==> src/design/xml_entity_decoder_utf8_top_defines.svh <==
// Assertion macros shared by the decoder modules.
`ifndef XML_ENTITY_DECODER_UTF8_TOP_DEFINES_SVH
`define XML_ENTITY_DECODER_UTF8_TOP_DEFINES_SVH

// The consequent must hold in the same cycle as the antecedent.
`define XED_ASSERT_IMP(name, clk, rst_n, ante, cons, msg) \
    name: assert property (@(posedge clk) disable iff (!rst_n) (ante) |-> (cons)) \
        else $error(msg);

// The consequent must hold in the cycle after the antecedent.
`define XED_ASSERT_NEXT(name, clk, rst_n, ante, cons, msg) \
    name: assert property (@(posedge clk) disable iff (!rst_n) (ante) |=> (cons)) \
        else $error(msg);

`endif

==> src/design/xed_pkg.sv <==
package xed_pkg;

    // Longest reference, '&' through ';', that the buffer can hold.
    localparam int REF_WINDOW = 32;
    localparam int PTR_W      = $clog2(REF_WINDOW);
    localparam int CNT_W      = $clog2(REF_WINDOW + 1);

    // Code point thresholds for the UTF-8 forms.
    localparam logic [31:0] CP_2B    = 32'h0000_0080;
    localparam logic [31:0] CP_3B    = 32'h0000_0800;
    localparam logic [31:0] CP_4B    = 32'h0001_0000;
    localparam logic [31:0] CP_LIMIT = 32'h0011_0000;

    // UTF-8 lead and continuation marks.
    localparam logic [7:0] LEAD2 = 8'hC0;
    localparam logic [7:0] LEAD3 = 8'hE0;
    localparam logic [7:0] LEAD4 = 8'hF0;
    localparam logic [7:0] CONT  = 8'h80;

    // Characters the scanner looks for.
    localparam logic [7:0] CH_AMP  = "&";
    localparam logic [7:0] CH_SEMI = ";";
    localparam logic [7:0] CH_HASH = "#";
    localparam logic [7:0] CH_0    = "0";
    localparam logic [7:0] CH_9    = "9";
    localparam logic [7:0] CH_LA   = "a";
    localparam logic [7:0] CH_LF   = "f";
    localparam logic [7:0] CH_UA   = "A";
    localparam logic [7:0] CH_UF   = "F";
    localparam logic [7:0] CH_LX   = "x";
    localparam logic [7:0] CH_UX   = "X";
    localparam logic [7:0] CH_LT   = "<";
    localparam logic [7:0] CH_GT   = ">";
    localparam logic [7:0] CH_QUOT = 8'h22;
    localparam logic [7:0] CH_APOS = 8'h27;

    // Entity names.
    localparam logic [15:0] NM_LT   = "lt";
    localparam logic [15:0] NM_GT   = "gt";
    localparam logic [23:0] NM_AMP  = "amp";
    localparam logic [31:0] NM_QUOT = "quot";
    localparam logic [31:0] NM_APOS = "apos";

    typedef enum logic [2:0] {
        ST_IDLE,
        ST_CHECK,
        ST_HEAD,
        ST_EV_RD,
        ST_EV_DAT,
        ST_EV_END,
        ST_EMIT_REF,
        ST_FLUSH
    } xed_state_t;

    // Source of an emitted byte.
    typedef enum logic [1:0] {
        SEL_HEAD,
        SEL_AMP,
        SEL_REF
    } xed_sel_t;

    typedef struct packed {
        logic     push;
        logic     fast;
        logic     rd_head;
        logic     pop;
        logic     clear;
        logic     ev_start;
        logic     ev_rd;
        logic     ev_step;
        logic     emit;
        xed_sel_t emit_sel;
        logic [1:0] ref_idx;
        logic     flush;
    } xed_cmd_t;

    typedef struct packed {
        logic       count_zero;
        logic       count_full;
        logic       head_amp;
        logic       term;
        logic       last;
        logic       name_done;
        logic       ref_ok;
        logic [1:0] ref_last_idx;
        logic       stage_valid;
        logic       out_free;
        logic       fast_ok;
    } xed_sts_t;

    typedef struct packed {
        logic [1:0]      last_idx;
        logic [3:0][7:0] bytes;
    } xed_utf8_t;

    // UTF-8 form of a code point below CP_LIMIT.
    function automatic xed_utf8_t utf8_encode(input logic [31:0] cp);
        xed_utf8_t r;
        r = '0;
        if (cp < CP_2B) begin
            r.last_idx = 2'd0;
            r.bytes[0] = cp[7:0];
        end else if (cp < CP_3B) begin
            r.last_idx = 2'd1;
            r.bytes[0] = LEAD2 | {3'b000, cp[10:6]};
            r.bytes[1] = CONT | {2'b00, cp[5:0]};
        end else if (cp < CP_4B) begin
            r.last_idx = 2'd2;
            r.bytes[0] = LEAD3 | {4'b0000, cp[15:12]};
            r.bytes[1] = CONT | {2'b00, cp[11:6]};
            r.bytes[2] = CONT | {2'b00, cp[5:0]};
        end else begin
            r.last_idx = 2'd3;
            r.bytes[0] = LEAD4 | {5'b00000, cp[20:18]};
            r.bytes[1] = CONT | {2'b00, cp[17:12]};
            r.bytes[2] = CONT | {2'b00, cp[11:6]};
            r.bytes[3] = CONT | {2'b00, cp[5:0]};
        end
        return r;
    endfunction

    // Circular buffer pointer plus an offset of at most REF_WINDOW.
    function automatic logic [PTR_W-1:0] ptr_add(input logic [PTR_W-1:0] ptr,
                                                 input logic [CNT_W-1:0] n);
        logic [CNT_W:0] sum;
        sum = {{(CNT_W + 1 - PTR_W){1'b0}}, ptr} + {1'b0, n};
        if (sum >= (CNT_W + 1)'(REF_WINDOW)) begin
            sum = sum - (CNT_W + 1)'(REF_WINDOW);
        end
        return sum[PTR_W-1:0];
    endfunction

endpackage

==> src/design/xed_datapath.sv <==
`include "xml_entity_decoder_utf8_top_defines.svh"

module xed_datapath (
    input  logic              clk,
    input  logic              rst_n,
    input  logic [7:0]        data_byte,
    input  logic              in_last,
    input  xed_pkg::xed_cmd_t cmd,
    output xed_pkg::xed_sts_t sts,
    input  logic              out_ready,
    output logic              out_valid,
    output logic [7:0]        out_byte,
    output logic              run_done,
    output logic              text_done
);

    // Held bytes of an open reference, kept as a circular buffer.
    logic [7:0] held_mem [xed_pkg::REF_WINDOW];
    logic [7:0] rd_data_reg;

    logic [xed_pkg::PTR_W-1:0] head_reg, head_next;
    logic [xed_pkg::CNT_W-1:0] count_reg, count_next;
    logic                      last_reg, last_next;
    logic                      term_reg, term_next;
    logic [xed_pkg::PTR_W-1:0] tail;
    logic [xed_pkg::PTR_W-1:0] rd_addr;

    // Reference parser state.
    logic [xed_pkg::PTR_W-1:0] ev_ptr_reg;
    logic [xed_pkg::CNT_W-1:0] name_left_reg;
    logic [xed_pkg::CNT_W-1:0] name_len_reg;
    logic [xed_pkg::CNT_W-1:0] name_idx_reg;
    logic [31:0]               dec_acc_reg;
    logic [31:0]               hex_acc_reg;
    logic                      dec_bad_reg;
    logic                      hex_bad_reg;
    logic [7:0]                nm_reg [4];

    // Staged byte and output register.
    logic       stage_valid_reg, stage_valid_next;
    logic [7:0] stage_byte_reg;
    logic       out_valid_reg, out_valid_next;
    logic [7:0] out_byte_reg;
    logic       run_done_reg;
    logic       text_done_reg;
    logic       out_free;
    logic       out_load;
    logic [7:0] out_load_byte;
    logic       out_load_run;
    logic       out_load_text;
    logic [7:0] emit_byte;

    // Parser byte decode.
    logic        dig_dec;
    logic        dig_hex;
    logic [3:0]  hex_val;
    logic [31:0] dec_mul;

    // Reference result.
    logic                  numeric;
    logic                  is_hex;
    logic [31:0]           cp;
    logic                  num_ok;
    logic                  ref_ok;
    xed_pkg::xed_utf8_t    enc;
    xed_pkg::xed_utf8_t    ref_res;

    assign tail     = xed_pkg::ptr_add(head_reg, count_reg);
    assign rd_addr  = cmd.ev_rd ? ev_ptr_reg : head_reg;
    assign out_free = !out_valid_reg || out_ready;

    // Buffer memory: one write at the tail, one registered read.
    always_ff @(posedge clk)
    begin
        if (cmd.push) begin
            held_mem[tail] <= data_byte;
        end
        if (cmd.rd_head || cmd.ev_rd) begin
            rd_data_reg <= held_mem[rd_addr];
        end
    end

    // Buffer pointers and string flags.
    always_comb
    begin
        head_next  = head_reg;
        count_next = count_reg;
        last_next  = last_reg;
        term_next  = term_reg;
        if (cmd.push) begin
            count_next = count_reg + xed_pkg::CNT_W'(1);
            last_next  = in_last;
            term_next  = (data_byte == xed_pkg::CH_SEMI);
        end else if (cmd.clear) begin
            head_next  = tail;
            count_next = '0;
        end else if (cmd.pop) begin
            head_next  = xed_pkg::ptr_add(head_reg, xed_pkg::CNT_W'(1));
            count_next = count_reg - xed_pkg::CNT_W'(1);
        end
    end

    always_ff @(posedge clk or negedge rst_n)
    begin
        if (!rst_n) begin
            head_reg  <= '0;
            count_reg <= '0;
            last_reg  <= 1'b0;
            term_reg  <= 1'b0;
        end else begin
            head_reg  <= head_next;
            count_reg <= count_next;
            last_reg  <= last_next;
            term_reg  <= term_next;
        end
    end

    // Digit classification of the byte being parsed.
    always_comb
    begin
        dig_dec = (rd_data_reg >= xed_pkg::CH_0) && (rd_data_reg <= xed_pkg::CH_9);
        dig_hex = dig_dec
                  || ((rd_data_reg >= xed_pkg::CH_LA) && (rd_data_reg <= xed_pkg::CH_LF))
                  || ((rd_data_reg >= xed_pkg::CH_UA) && (rd_data_reg <= xed_pkg::CH_UF));
        hex_val = dig_dec ? rd_data_reg[3:0] : rd_data_reg[3:0] + 4'd9;
        dec_mul = {dec_acc_reg[28:0], 3'b000} + {dec_acc_reg[30:0], 1'b0}
                  + {28'd0, rd_data_reg[3:0]};
    end

    // Parser: one name byte per step, decimal and hex values in parallel.
    always_ff @(posedge clk)
    begin
        if (cmd.ev_start) begin
            ev_ptr_reg    <= xed_pkg::ptr_add(head_reg, xed_pkg::CNT_W'(1));
            name_left_reg <= count_reg - xed_pkg::CNT_W'(2);
            name_len_reg  <= count_reg - xed_pkg::CNT_W'(2);
            name_idx_reg  <= '0;
            dec_acc_reg   <= '0;
            hex_acc_reg   <= '0;
            dec_bad_reg   <= 1'b0;
            hex_bad_reg   <= 1'b0;
        end else if (cmd.ev_step) begin
            if (name_idx_reg < xed_pkg::CNT_W'(4)) begin
                nm_reg[name_idx_reg[1:0]] <= rd_data_reg;
            end
            if (name_idx_reg >= xed_pkg::CNT_W'(1)) begin
                if (dig_dec) begin
                    dec_acc_reg <= dec_mul;
                end else begin
                    dec_bad_reg <= 1'b1;
                end
            end
            if (name_idx_reg >= xed_pkg::CNT_W'(2)) begin
                if (dig_hex) begin
                    hex_acc_reg <= {hex_acc_reg[27:0], hex_val};
                end else begin
                    hex_bad_reg <= 1'b1;
                end
            end
            ev_ptr_reg    <= xed_pkg::ptr_add(ev_ptr_reg, xed_pkg::CNT_W'(1));
            name_left_reg <= name_left_reg - xed_pkg::CNT_W'(1);
            name_idx_reg  <= name_idx_reg + xed_pkg::CNT_W'(1);
        end
    end

    // Verdict on the parsed name and its output bytes.
    always_comb
    begin
        numeric = (name_len_reg >= xed_pkg::CNT_W'(2)) && (nm_reg[0] == xed_pkg::CH_HASH);
        is_hex  = (nm_reg[1] == xed_pkg::CH_LX) || (nm_reg[1] == xed_pkg::CH_UX);
        cp      = is_hex ? hex_acc_reg : dec_acc_reg;
        num_ok  = is_hex ? ((name_len_reg >= xed_pkg::CNT_W'(3)) && !hex_bad_reg)
                         : !dec_bad_reg;
        enc     = xed_pkg::utf8_encode(cp);
        ref_res = '0;
        ref_ok  = 1'b0;
        if (numeric) begin
            ref_ok  = num_ok && (cp < xed_pkg::CP_LIMIT);
            ref_res = enc;
        end else if (name_len_reg == xed_pkg::CNT_W'(2)) begin
            if ({nm_reg[0], nm_reg[1]} == xed_pkg::NM_LT) begin
                ref_ok           = 1'b1;
                ref_res.bytes[0] = xed_pkg::CH_LT;
            end else if ({nm_reg[0], nm_reg[1]} == xed_pkg::NM_GT) begin
                ref_ok           = 1'b1;
                ref_res.bytes[0] = xed_pkg::CH_GT;
            end
        end else if (name_len_reg == xed_pkg::CNT_W'(3)) begin
            if ({nm_reg[0], nm_reg[1], nm_reg[2]} == xed_pkg::NM_AMP) begin
                ref_ok           = 1'b1;
                ref_res.bytes[0] = xed_pkg::CH_AMP;
            end
        end else if (name_len_reg == xed_pkg::CNT_W'(4)) begin
            if ({nm_reg[0], nm_reg[1], nm_reg[2], nm_reg[3]} == xed_pkg::NM_QUOT) begin
                ref_ok           = 1'b1;
                ref_res.bytes[0] = xed_pkg::CH_QUOT;
            end else if ({nm_reg[0], nm_reg[1], nm_reg[2], nm_reg[3]} == xed_pkg::NM_APOS) begin
                ref_ok           = 1'b1;
                ref_res.bytes[0] = xed_pkg::CH_APOS;
            end
        end
    end

    // Emitted byte source.
    always_comb
    begin
        unique case (cmd.emit_sel)
            xed_pkg::SEL_HEAD: emit_byte = rd_data_reg;
            xed_pkg::SEL_AMP:  emit_byte = xed_pkg::CH_AMP;
            xed_pkg::SEL_REF:  emit_byte = ref_res.bytes[cmd.ref_idx];
            default:           emit_byte = xed_pkg::CH_AMP;
        endcase
    end

    // A byte waits in the stage until it is known whether it ends the run.
    always_comb
    begin
        out_valid_next   = out_valid_reg && !out_ready;
        stage_valid_next = stage_valid_reg;
        out_load         = 1'b0;
        out_load_byte    = stage_byte_reg;
        out_load_run     = 1'b0;
        out_load_text    = 1'b0;
        if (cmd.fast) begin
            out_load      = 1'b1;
            out_load_byte = data_byte;
            out_load_run  = 1'b1;
            out_load_text = in_last;
        end else if (cmd.emit) begin
            out_load         = stage_valid_reg;
            stage_valid_next = 1'b1;
        end else if (cmd.flush && stage_valid_reg && out_free) begin
            out_load         = 1'b1;
            out_load_run     = 1'b1;
            out_load_text    = last_reg;
            stage_valid_next = 1'b0;
        end
        if (out_load) begin
            out_valid_next = 1'b1;
        end
    end

    always_ff @(posedge clk or negedge rst_n)
    begin
        if (!rst_n) begin
            out_valid_reg   <= 1'b0;
            stage_valid_reg <= 1'b0;
        end else begin
            out_valid_reg   <= out_valid_next;
            stage_valid_reg <= stage_valid_next;
        end
    end

    always_ff @(posedge clk)
    begin
        if (cmd.emit) begin
            stage_byte_reg <= emit_byte;
        end
        if (out_load) begin
            out_byte_reg  <= out_load_byte;
            run_done_reg  <= out_load_run;
            text_done_reg <= out_load_text;
        end
    end

    assign out_valid = out_valid_reg;
    assign out_byte  = out_byte_reg;
    assign run_done  = run_done_reg;
    assign text_done = text_done_reg;

    // Status toward the controller.
    always_comb
    begin
        sts.count_zero   = (count_reg == '0);
        sts.count_full   = (count_reg >= xed_pkg::CNT_W'(xed_pkg::REF_WINDOW));
        sts.head_amp     = (rd_data_reg == xed_pkg::CH_AMP);
        sts.term         = term_reg;
        sts.last         = last_reg;
        sts.name_done    = (name_left_reg == '0);
        sts.ref_ok       = ref_ok;
        sts.ref_last_idx = ref_res.last_idx;
        sts.stage_valid  = stage_valid_reg;
        sts.out_free     = out_free;
        sts.fast_ok      = (count_reg == '0) && (data_byte != xed_pkg::CH_AMP);
    end

    // A push never overfills the buffer and a pop never underflows it.
    `XED_ASSERT_IMP(a_push_room, clk, rst_n, cmd.push, count_reg < xed_pkg::CNT_W'(xed_pkg::REF_WINDOW), "push into a full buffer")
    `XED_ASSERT_IMP(a_pop_nonempty, clk, rst_n, cmd.pop, count_reg != '0, "pop from an empty buffer")
    // A staged byte is only displaced when the output register can take it.
    `XED_ASSERT_IMP(a_emit_room, clk, rst_n, cmd.emit, !stage_valid_reg || out_free, "emit overwrote a staged word")

endmodule

==> src/design/xed_ctrl.sv <==
`include "xml_entity_decoder_utf8_top_defines.svh"

module xed_ctrl (
    input  logic              clk,
    input  logic              rst_n,
    input  logic              in_valid,
    output logic              in_ready,
    input  xed_pkg::xed_sts_t sts,
    output xed_pkg::xed_cmd_t cmd
);

    xed_pkg::xed_state_t state_reg, state_next;
    logic [1:0]          ref_idx_reg, ref_idx_next;
    logic                emit_ok;
    logic                accept;

    assign emit_ok  = !sts.stage_valid || sts.out_free;
    assign in_ready = (state_reg == xed_pkg::ST_IDLE) && sts.out_free;
    assign accept   = in_valid && in_ready;

    // Next state.
    always_comb
    begin
        state_next = state_reg;
        unique case (state_reg)
            xed_pkg::ST_IDLE: begin
                if (accept && !sts.fast_ok) begin
                    state_next = xed_pkg::ST_CHECK;
                end
            end
            xed_pkg::ST_CHECK: begin
                state_next = sts.count_zero ? xed_pkg::ST_FLUSH : xed_pkg::ST_HEAD;
            end
            xed_pkg::ST_HEAD: begin
                if (!sts.head_amp) begin
                    if (emit_ok) begin
                        state_next = xed_pkg::ST_CHECK;
                    end
                end else if (sts.term) begin
                    state_next = xed_pkg::ST_EV_RD;
                end else if (sts.count_full || sts.last) begin
                    if (emit_ok) begin
                        state_next = xed_pkg::ST_CHECK;
                    end
                end else begin
                    state_next = xed_pkg::ST_FLUSH;
                end
            end
            xed_pkg::ST_EV_RD: begin
                state_next = sts.name_done ? xed_pkg::ST_EV_END : xed_pkg::ST_EV_DAT;
            end
            xed_pkg::ST_EV_DAT: begin
                state_next = xed_pkg::ST_EV_RD;
            end
            xed_pkg::ST_EV_END: begin
                if (sts.ref_ok) begin
                    state_next = xed_pkg::ST_EMIT_REF;
                end else if (emit_ok) begin
                    state_next = xed_pkg::ST_CHECK;
                end
            end
            xed_pkg::ST_EMIT_REF: begin
                if (emit_ok && (ref_idx_reg == sts.ref_last_idx)) begin
                    state_next = xed_pkg::ST_FLUSH;
                end
            end
            xed_pkg::ST_FLUSH: begin
                if (!sts.stage_valid || sts.out_free) begin
                    state_next = xed_pkg::ST_IDLE;
                end
            end
            default: state_next = xed_pkg::ST_IDLE;
        endcase
    end

    // Commands to the datapath.
    always_comb
    begin
        cmd          = '0;
        cmd.emit_sel = xed_pkg::SEL_HEAD;
        cmd.ref_idx  = ref_idx_reg;
        unique case (state_reg)
            xed_pkg::ST_IDLE: begin
                if (accept) begin
                    cmd.fast = sts.fast_ok;
                    cmd.push = !sts.fast_ok;
                end
            end
            xed_pkg::ST_CHECK: begin
                cmd.rd_head = !sts.count_zero;
            end
            xed_pkg::ST_HEAD: begin
                if (!sts.head_amp) begin
                    cmd.emit = emit_ok;
                    cmd.pop  = emit_ok;
                end else if (sts.term) begin
                    cmd.ev_start = 1'b1;
                end else if (sts.count_full || sts.last) begin
                    cmd.emit     = emit_ok;
                    cmd.emit_sel = xed_pkg::SEL_AMP;
                    cmd.pop      = emit_ok;
                end
            end
            xed_pkg::ST_EV_RD: begin
                cmd.ev_rd = !sts.name_done;
            end
            xed_pkg::ST_EV_DAT: begin
                cmd.ev_step = 1'b1;
            end
            xed_pkg::ST_EV_END: begin
                if (!sts.ref_ok) begin
                    cmd.emit     = emit_ok;
                    cmd.emit_sel = xed_pkg::SEL_AMP;
                    cmd.pop      = emit_ok;
                end
            end
            xed_pkg::ST_EMIT_REF: begin
                cmd.emit     = emit_ok;
                cmd.emit_sel = xed_pkg::SEL_REF;
                cmd.clear    = emit_ok && (ref_idx_reg == sts.ref_last_idx);
            end
            xed_pkg::ST_FLUSH: begin
                cmd.flush = sts.stage_valid && sts.out_free;
            end
            default: cmd = '0;
        endcase
    end

    // Index of the next decoded reference byte.
    always_comb
    begin
        ref_idx_next = ref_idx_reg;
        if (state_reg == xed_pkg::ST_EV_END) begin
            ref_idx_next = '0;
        end else if ((state_reg == xed_pkg::ST_EMIT_REF) && emit_ok) begin
            ref_idx_next = ref_idx_reg + 2'd1;
        end
    end

    always_ff @(posedge clk or negedge rst_n)
    begin
        if (!rst_n) begin
            state_reg   <= xed_pkg::ST_IDLE;
            ref_idx_reg <= '0;
        end else begin
            state_reg   <= state_next;
            ref_idx_reg <= ref_idx_next;
        end
    end

    // The stage is always drained before a new word is taken.
    `XED_ASSERT_IMP(a_idle_stage_empty, clk, rst_n, state_reg == xed_pkg::ST_IDLE, !sts.stage_valid, "stage holds a word while idle")
    // At the end of a string nothing stays held.
    `XED_ASSERT_IMP(a_last_buffer_empty, clk, rst_n, (state_reg == xed_pkg::ST_FLUSH) && sts.last, sts.count_zero, "bytes held past end of string")
    // Reference bytes are never read past the encoded length.
    `XED_ASSERT_IMP(a_ref_idx_range, clk, rst_n, state_reg == xed_pkg::ST_EMIT_REF, ref_idx_reg <= sts.ref_last_idx, "reference byte index out of range")

endmodule

==> src/design/xml_entity_decoder_utf8_top.sv <==
// Channel | Signals                                  | Word
// --------+------------------------------------------+----------------------------
// in      | in_valid, in_ready, data_byte, in_last   | one raw text byte
// out     | out_valid, out_ready, out_byte,          | one decoded UTF-8 byte
//         | run_done, text_done                      |
//
// A plain byte with no reference open and a free output register goes straight to
// the output register. Other bytes run through the held-byte memory: each held
// byte scanned passes CHECK and HEAD, each parsed name byte EV_RD and EV_DAT,
// each output byte EMIT_REF, and FLUSH closes; a failed reference rescans up to
// 31 held bytes. Reset clears the control state; the held-byte memory is not
// cleared. A byte is taken only while the output register is free; emission
// stalls once the stage is full and the output register is not free.
module xml_entity_decoder_utf8_top (
    input  logic       clk,
    input  logic       rst_n,
    input  logic       in_valid,
    output logic       in_ready,
    input  logic [7:0] data_byte,
    input  logic       in_last,
    output logic       out_valid,
    input  logic       out_ready,
    output logic [7:0] out_byte,
    output logic       run_done,
    output logic       text_done
);

    xed_pkg::xed_cmd_t cmd;
    xed_pkg::xed_sts_t sts;

    // Sequencer for scanning, parsing and emission.
    xed_ctrl u_ctrl (
        .clk      (clk),
        .rst_n    (rst_n),
        .in_valid (in_valid),
        .in_ready (in_ready),
        .sts      (sts),
        .cmd      (cmd)
    );

    // Held-byte memory, parser and output registers.
    xed_datapath u_datapath (
        .clk       (clk),
        .rst_n     (rst_n),
        .data_byte (data_byte),
        .in_last   (in_last),
        .cmd       (cmd),
        .sts       (sts),
        .out_ready (out_ready),
        .out_valid (out_valid),
        .out_byte  (out_byte),
        .run_done  (run_done),
        .text_done (text_done)
    );

endmodule
==> config.mk <==
export PLATFORM = sky130hd
export DESIGN_NAME = xml_entity_decoder_utf8_top
export DESIGN_NICKNAME = d
export VERILOG_FILES = /design/src/design/xed_pkg.sv /design/src/design/xed_datapath.sv /design/src/design/xed_ctrl.sv /design/src/design/xml_entity_decoder_utf8_top.sv
export VERILOG_INCLUDE_DIRS = /design/src /design/src/design
export SDC_FILE = /design/constraint.sdc
export NUM_CORES = 1
export LEC_CHECK = 0
export ABC_CLOCK_PERIOD_IN_PS = 3600
export BUFFER_PORTS_ARGS = -buffer_cell sky130_fd_sc_hd__buf_2
export CORE_MARGIN = 2
export CORE_UTILIZATION = 50
export CTS_BUF_LIST = sky130_fd_sc_hd__clkbuf_2
export DETAILED_ROUTE_END_ITERATION = 6
export PLACE_DENSITY = 0.77
export SETUP_SLACK_MARGIN = 0.3
export SKIP_LAST_GASP = 1
export SLEW_MARGIN = 20
export SYNTH_ARGS = -nofsm -noshare
export SYNTH_HDL_FRONTEND = slang
export SYNTH_SLANG_ARGS = --single-unit
==> constraint.sdc <==
create_clock -name clk -period 3.6 [get_ports clk]
set_input_delay 0.72 -clock clk [delete_from_list [all_inputs] [get_ports clk]]
set_output_delay 0.72 -clock clk [all_outputs]
set_load 0.02 [all_outputs]
; Word level (Yosys, flattened, before mapping)
; Memory sizes are Yosys's and may differ from the RTL's. A register that Yosys moved wholly into a read port is not among the register bits.
; Index checks and enable logic that the tools add are counted.
[word_totals]
ram_bits = 288
out_inout_bits = 12
memories = 2
inputBits = 13
elab_cells = 232
ff_bits = 127
[memory_table]
columns = memory, words, word_bits, read_ports, rd_ports_with_merged_regs, wr, line
row1 = u_datapath.held_mem, 32, 8, 1, 1, 1, xed_datapath.sv:18  ; logic [7:0] held_mem [xed_pkg::REF_WINDOW];
row2 = u_datapath.nm_reg, 4, 8, 4, 0, 1, xed_datapath.sv:37  ; logic [7:0] nm_reg [4];
[op_classes]
eq_ne = 26
n_lt_le_gt_ge = 20
n_addsub = 15
n_mux = 98
reduce_logical = 47
bitwise = 4
[op_table]
columns = op, count
row1 = 8-bit two-way mux, 10
row2 = 32-bit by 31-bit equality test with 1-bit output (second input constant), 2
row3 = 6-bit two-way mux, 8
row4 = 1-bit two-way mux, 41
row5 = 5-bit two-way mux, 8
row6 = 3-bit two-way mux, 12
row7 = 32-bit adder, 1
row8 = 32-bit by 4-bit adder with 32-bit output, 1
row9 = 16-bit by 15-bit equality test with 1-bit output (second input constant), 2
row10 = 32-bit by 12-bit < comparator with 1-bit output (second input constant), 1
row11 = 32-bit by 17-bit < comparator with 1-bit output (second input constant), 1
row12 = 32-bit by 21-bit < comparator with 1-bit output (second input constant), 1
row13 = 32-bit by 8-bit < comparator with 1-bit output (second input constant), 1
row14 = 16-bit two-way mux, 2
row15 = 32-bit two-way mux, 1
row16 = 26-bit two-way mux, 1
row17 = 24-bit by 23-bit equality test with 1-bit output (second input constant), 1
row18 = 8-bit by 6-bit equality test with 1-bit output (second input constant), 3
row19 = 24-bit two-way mux, 1
row20 = 3-bit case mux with 8 select lines, 1
row21 = 22-bit two-way mux, 1
row22 = 6-bit by 2-bit greater-or-equal comparator with 1-bit output (second input constant), 3
row23 = 6-bit greater-or-equal comparator (second input constant), 3
row24 = 8-bit binary-select mux with 2-bit select, 1
row25 = 43 further kinds, 103

; Longest topological paths before layout
; An unclocked memory read counts as a cell.
[logic_depth]
word_depth = 14
mapped_depth = 12
mapped_depth_nobuf = 12

; Modules after synthesis
; Synthesis repeated with hierarchy kept, for this count alone.
[unflattened]
hier_cells = 1676
hier_area_um2 = 20825.0
[modules_own_cells]
columns = module, cells_each, n_inst, area_per_inst_um2, seq_area_each_um2
row1 = xed_datapath, 1592, 1, 20183.1, 11756.3
row2 = xed_ctrl, 84, 1, 641.9, 125.1

; Worst setup path before layout
; OpenSTA, ideal clock, no wires.
[synth_timing]
path_type = reg-to-reg
start = reg u_datapath.rd_data_reg[3] (read register of u_datapath.held_mem)
end = reg u_datapath.dec_acc_reg[28]
period_less_slack_ns = 3.450
required_ns = 3.482
n_path_buf = 0
setup_ns = 0.118
arrival_time_ns = 3.333
slack_ns = 0.150
stages_incl_launch_ff = 12
cell_sequence = edfxtp_1 fa_1 fa_1 a211oi_1 o21ai_0 nand2_1 o21ai_1 a311o_1 a31oi_1 o21ai_0 or3_1 o2111a_1
[synth_via]
elab_chain_cells = 3
word_cells_on_any_way = 8
cone_classes = 1 x add/sub / 2 x order compare / 1 x eq/ne / 2 x mux / 2 x reduce/logical
[synth_lines]
columns = item, line
row1 = from (decl), xed_datapath.sv:19  ; logic [7:0] rd_data_reg;
row2 = branches (longest 3 deep; another with 32-bit by 4-bit adder with 32-bit output), -
row3 = to (signal assigned), xed_datapath.sv:148  ; dec_acc_reg <= dec_mul;
row4 = to (decl), xed_datapath.sv:33  ; logic [31:0] dec_acc_reg;
; Several ways; the timed one is not identified.
; A chain may end at the register's enable or synchronous reset.

; Final worst setup path
; Same ends and word-level chain as after synthesis.

==> qor.csv <==
metric,value,unit
crit_fanout,3,
layout_commonest_cell,edfxtp_1,
ys_ff_latch,423,
start_kind,flip-flop,
power-per-cell-area,673,nW/µm²
synth.distinct_cells,88,
synth_largest_area_cell,edfxtp_1,
synthToLayoutAreaGrowth,13.1,%
cp_data_required_time,4.62,ns
ir_drop,446,µV
fmax,304,MHz
final_cell_mix,"edfxtp_1 (331), nand2_1 (163), nor2_1 (158), clkbuf_2 (158), buf_4 (113)",
grt_start_max_net_pins,59,
endpoint_kind,flip-flop,
tightest_slew,1.15,ns
ant_nets,0,
r2r_cells,11,
drive_above_1_share,23.7,%
synth_edf_count,331,
clock_latency,1.13,ns
r2r_setup_slack,0.31,ns
core,40600,µm²
grt_pass1_wl,80.1,mm
first_iter_violations,1366,
seq_area_frac_synth,58.2,%
start_util,50.3,%
crit_arrival,4.30,ns
portBuffers,24,
critical_path_class,reg -> reg,
p_leak,9.00,nW
dieWidth,206,µm
regMostFlops,u_datapath.held_mem,
route.detailed.drc,0,
yosysWarningCount,0,
rsz0062_at_grt,yes,
clock_sinks,423,
wire_per_inst,21.6,µm
slew_violations,0,
min_period_over_period,91.3,%
totalWireLength,52.1,mm
async_flop_share,4.73,%
layout.nets,1887,
clockRootBuffer,clkbuf_2,
drv_cap,0,
synth_area_leaders,"edfxtp_1 (49%), mux4_2 (7.3%), dfxtp_1 (7.1%)",
cts_tree,built,
dp_hpwl,35.6,mm
htreeDepth,3,
top_level_ports,25,
r2r_end,u_datapath.dec_acc_reg[28],
chipHeight,206,µm
syn_nets,1696,
largest_register_ffs,256,
hold_viol,0,
syn_area,20400,µm²
postLayoutCoreUtil,56.9,%
gr-total-overflow,0,
vias,14600,
cts_buffer_depth,3,
grt_antenna_before_repair,1,
first_pass_iters,5,
finClkSkew,0.137,ns
synth_area_per_cell,12.8,µm²
dieArea,42500,µm²
synth_cells,1599,
synthFlopType,edfxtp_1,
timing.slew.headroom,23.1,%
cts_buffers,104,
synth_top_area_share,48.7,%
grtUsageTotal,24.9,%
num_rows,74,
timing.rr.start,u_datapath.rd_data_reg[3],
status,completed,
grt_pass1_vias,14400,
gp_congestion,0.891,
clk_transition_reported_paths,0.12,ns
timing.setup.tns,0,ns
fin_crit,3.29,ns
min_path_type,in -> async,
finalSetupViolations,0,
vias_per_cell,6.06,
==> synthesized netlist by cell type, types with 5 or more instances <==
master / instances
a211oi_1: 17
a21o_1: 20
a21oi_1: 94
a221oi_1: 6
a31oi_1: 20
and2_1: 10
and3_1: 11
buf_2: 13
buf_6: 7
clkbuf_1: 41
dfrtp_1: 20
dfxtp_1: 72
edfxtp_1: 331
ha_1: 81
inv_1: 22
mux2_2: 11
mux2i_1: 48
mux4_2: 66
nand2_1: 163
nand2b_1: 13
nand3_1: 32
nand3b_1: 7
nand4_1: 9
nand4b_1: 6
nor2_1: 158
nor2b_1: 9
nor3_1: 22
nor3b_1: 6
nor4_1: 13
o211ai_1: 6
o21a_1: 5
o21ai_0: 58
o21bai_1: 5
o22ai_1: 30
o31ai_1: 9
or2_2: 5
or3_1: 15
or4_1: 12
xnor2_1: 24
xor2_1: 24
==> metal layers <==
layer / GRT usage (%) / part of all wire, %
met1: 34.1 / 41
met2: 39.0 / 47
met3: 4.98 / 8.9
met4: 10.1 / 3.0
met5: 0 / 0
==> worst max-delay path by stage <==
stage	from	endpoint	slack (ns)	depth (start not counted)
6_report	u_datapath.rd_data_reg[3]	u_datapath.dec_acc_reg[28]	0.31	11
5_1_grt	u_datapath.rd_data_reg[2]	u_datapath.dec_acc_reg[28]	0.26	12
4_1_cts	u_datapath.rd_data_reg[3]	u_datapath.dec_acc_reg[28]	0.18	11
3_5_place_dp	u_datapath.rd_data_reg[3]	u_datapath.dec_acc_reg[28]	0.16	11
3_3_place_gp	u_datapath.rd_data_reg[3]	u_datapath.dec_acc_reg[28]	0.19	11
2_1_floorplan	u_datapath.rd_data_reg[3]	u_datapath.dec_acc_reg[28]	0.32	11
==> critical path: stages, from the launching register on <==
cell	delay [ns]
edfxtp_1	0.45
fa_2	0.48
fa_2	0.41
a211oi_4	0.27
o21ai_2	0.12
nand2_1	0.12
o21ai_2	0.11
a311o_1	0.44
a31oi_4	0.18
o21ai_0	0.13
or3_1	0.33
o2111a_1	0.14
==> logic make-up (layout without fill, tap and decap cells) <==
kind of cell,after synthesis,after routing,share of synthesized area (%)
DFF,423,423,58.2
AOI/OAI and AO/OA,315,315,10.0
adders and majority gates,84,84,5.26
xor gates and xnor gates,48,48,2.06
buffers and inverters,89,367,2.01
and+or+nand+nor,511,511,11.9
other,0,1,0
muxes,129,129,10.6
==> through the flow <==
step / std cells / total power, W / hold slack (ns) / worst slack, ns / area [µm²]
after floorplan: 1599 / 0.0102 / 0.424 / 0.321 / 20400
after global placement: 2204 / 0.0121 / 0.476 / 0.193 / 21800
after detailed placement: 2204 / 0.0123 / 0.486 / 0.164 / 21800
after CTS: 2403 / 0.0155 / 0.0161 / 0.180 / 22900
after global routing: 2410 / 0.0163 / 0.0768 / 0.257 / 23100
final: 2410 / 0.0155 / 0.0896 / 0.313 / 23100
==> final cells by class <==
class | instances | area (µm²)
well taps | 532 | 666
multi-input cells | 1087 | 8310
diodes | 1 | 2.50
clock buffers | 158 | 791
repair buffers | 151 | 1170
flip-flops and latches | 423 | 11900
fillers | 3264 | 17500
inverters | 23 | 86.3
clock inverters | 35 | 178
==> repair_timing <==
action / in CTS / in global routing
setup endpoints to repair: 25 / 32
pin swaps: 1 / 9
endpoints found under the hold margin: 24 / 0
buffers inserted: 1 / 6
hold buffers: 5 / 0
resized for setup: 9 / 23
==> power by group <==
part / switching (W) / leakage, nW / total, W / internal, W
registers: 0.000536 / 3.81 / 0.00651 / 0.00598
logic: 0.00338 / 4.44 / 0.00584 / 0.00245
clock network: 0.00198 / 0.742 / 0.00319 / 0.00121
total: 0.00590 / 9.00 / 0.0155 / 0.00964
Power figures use the tool's default switching activity.
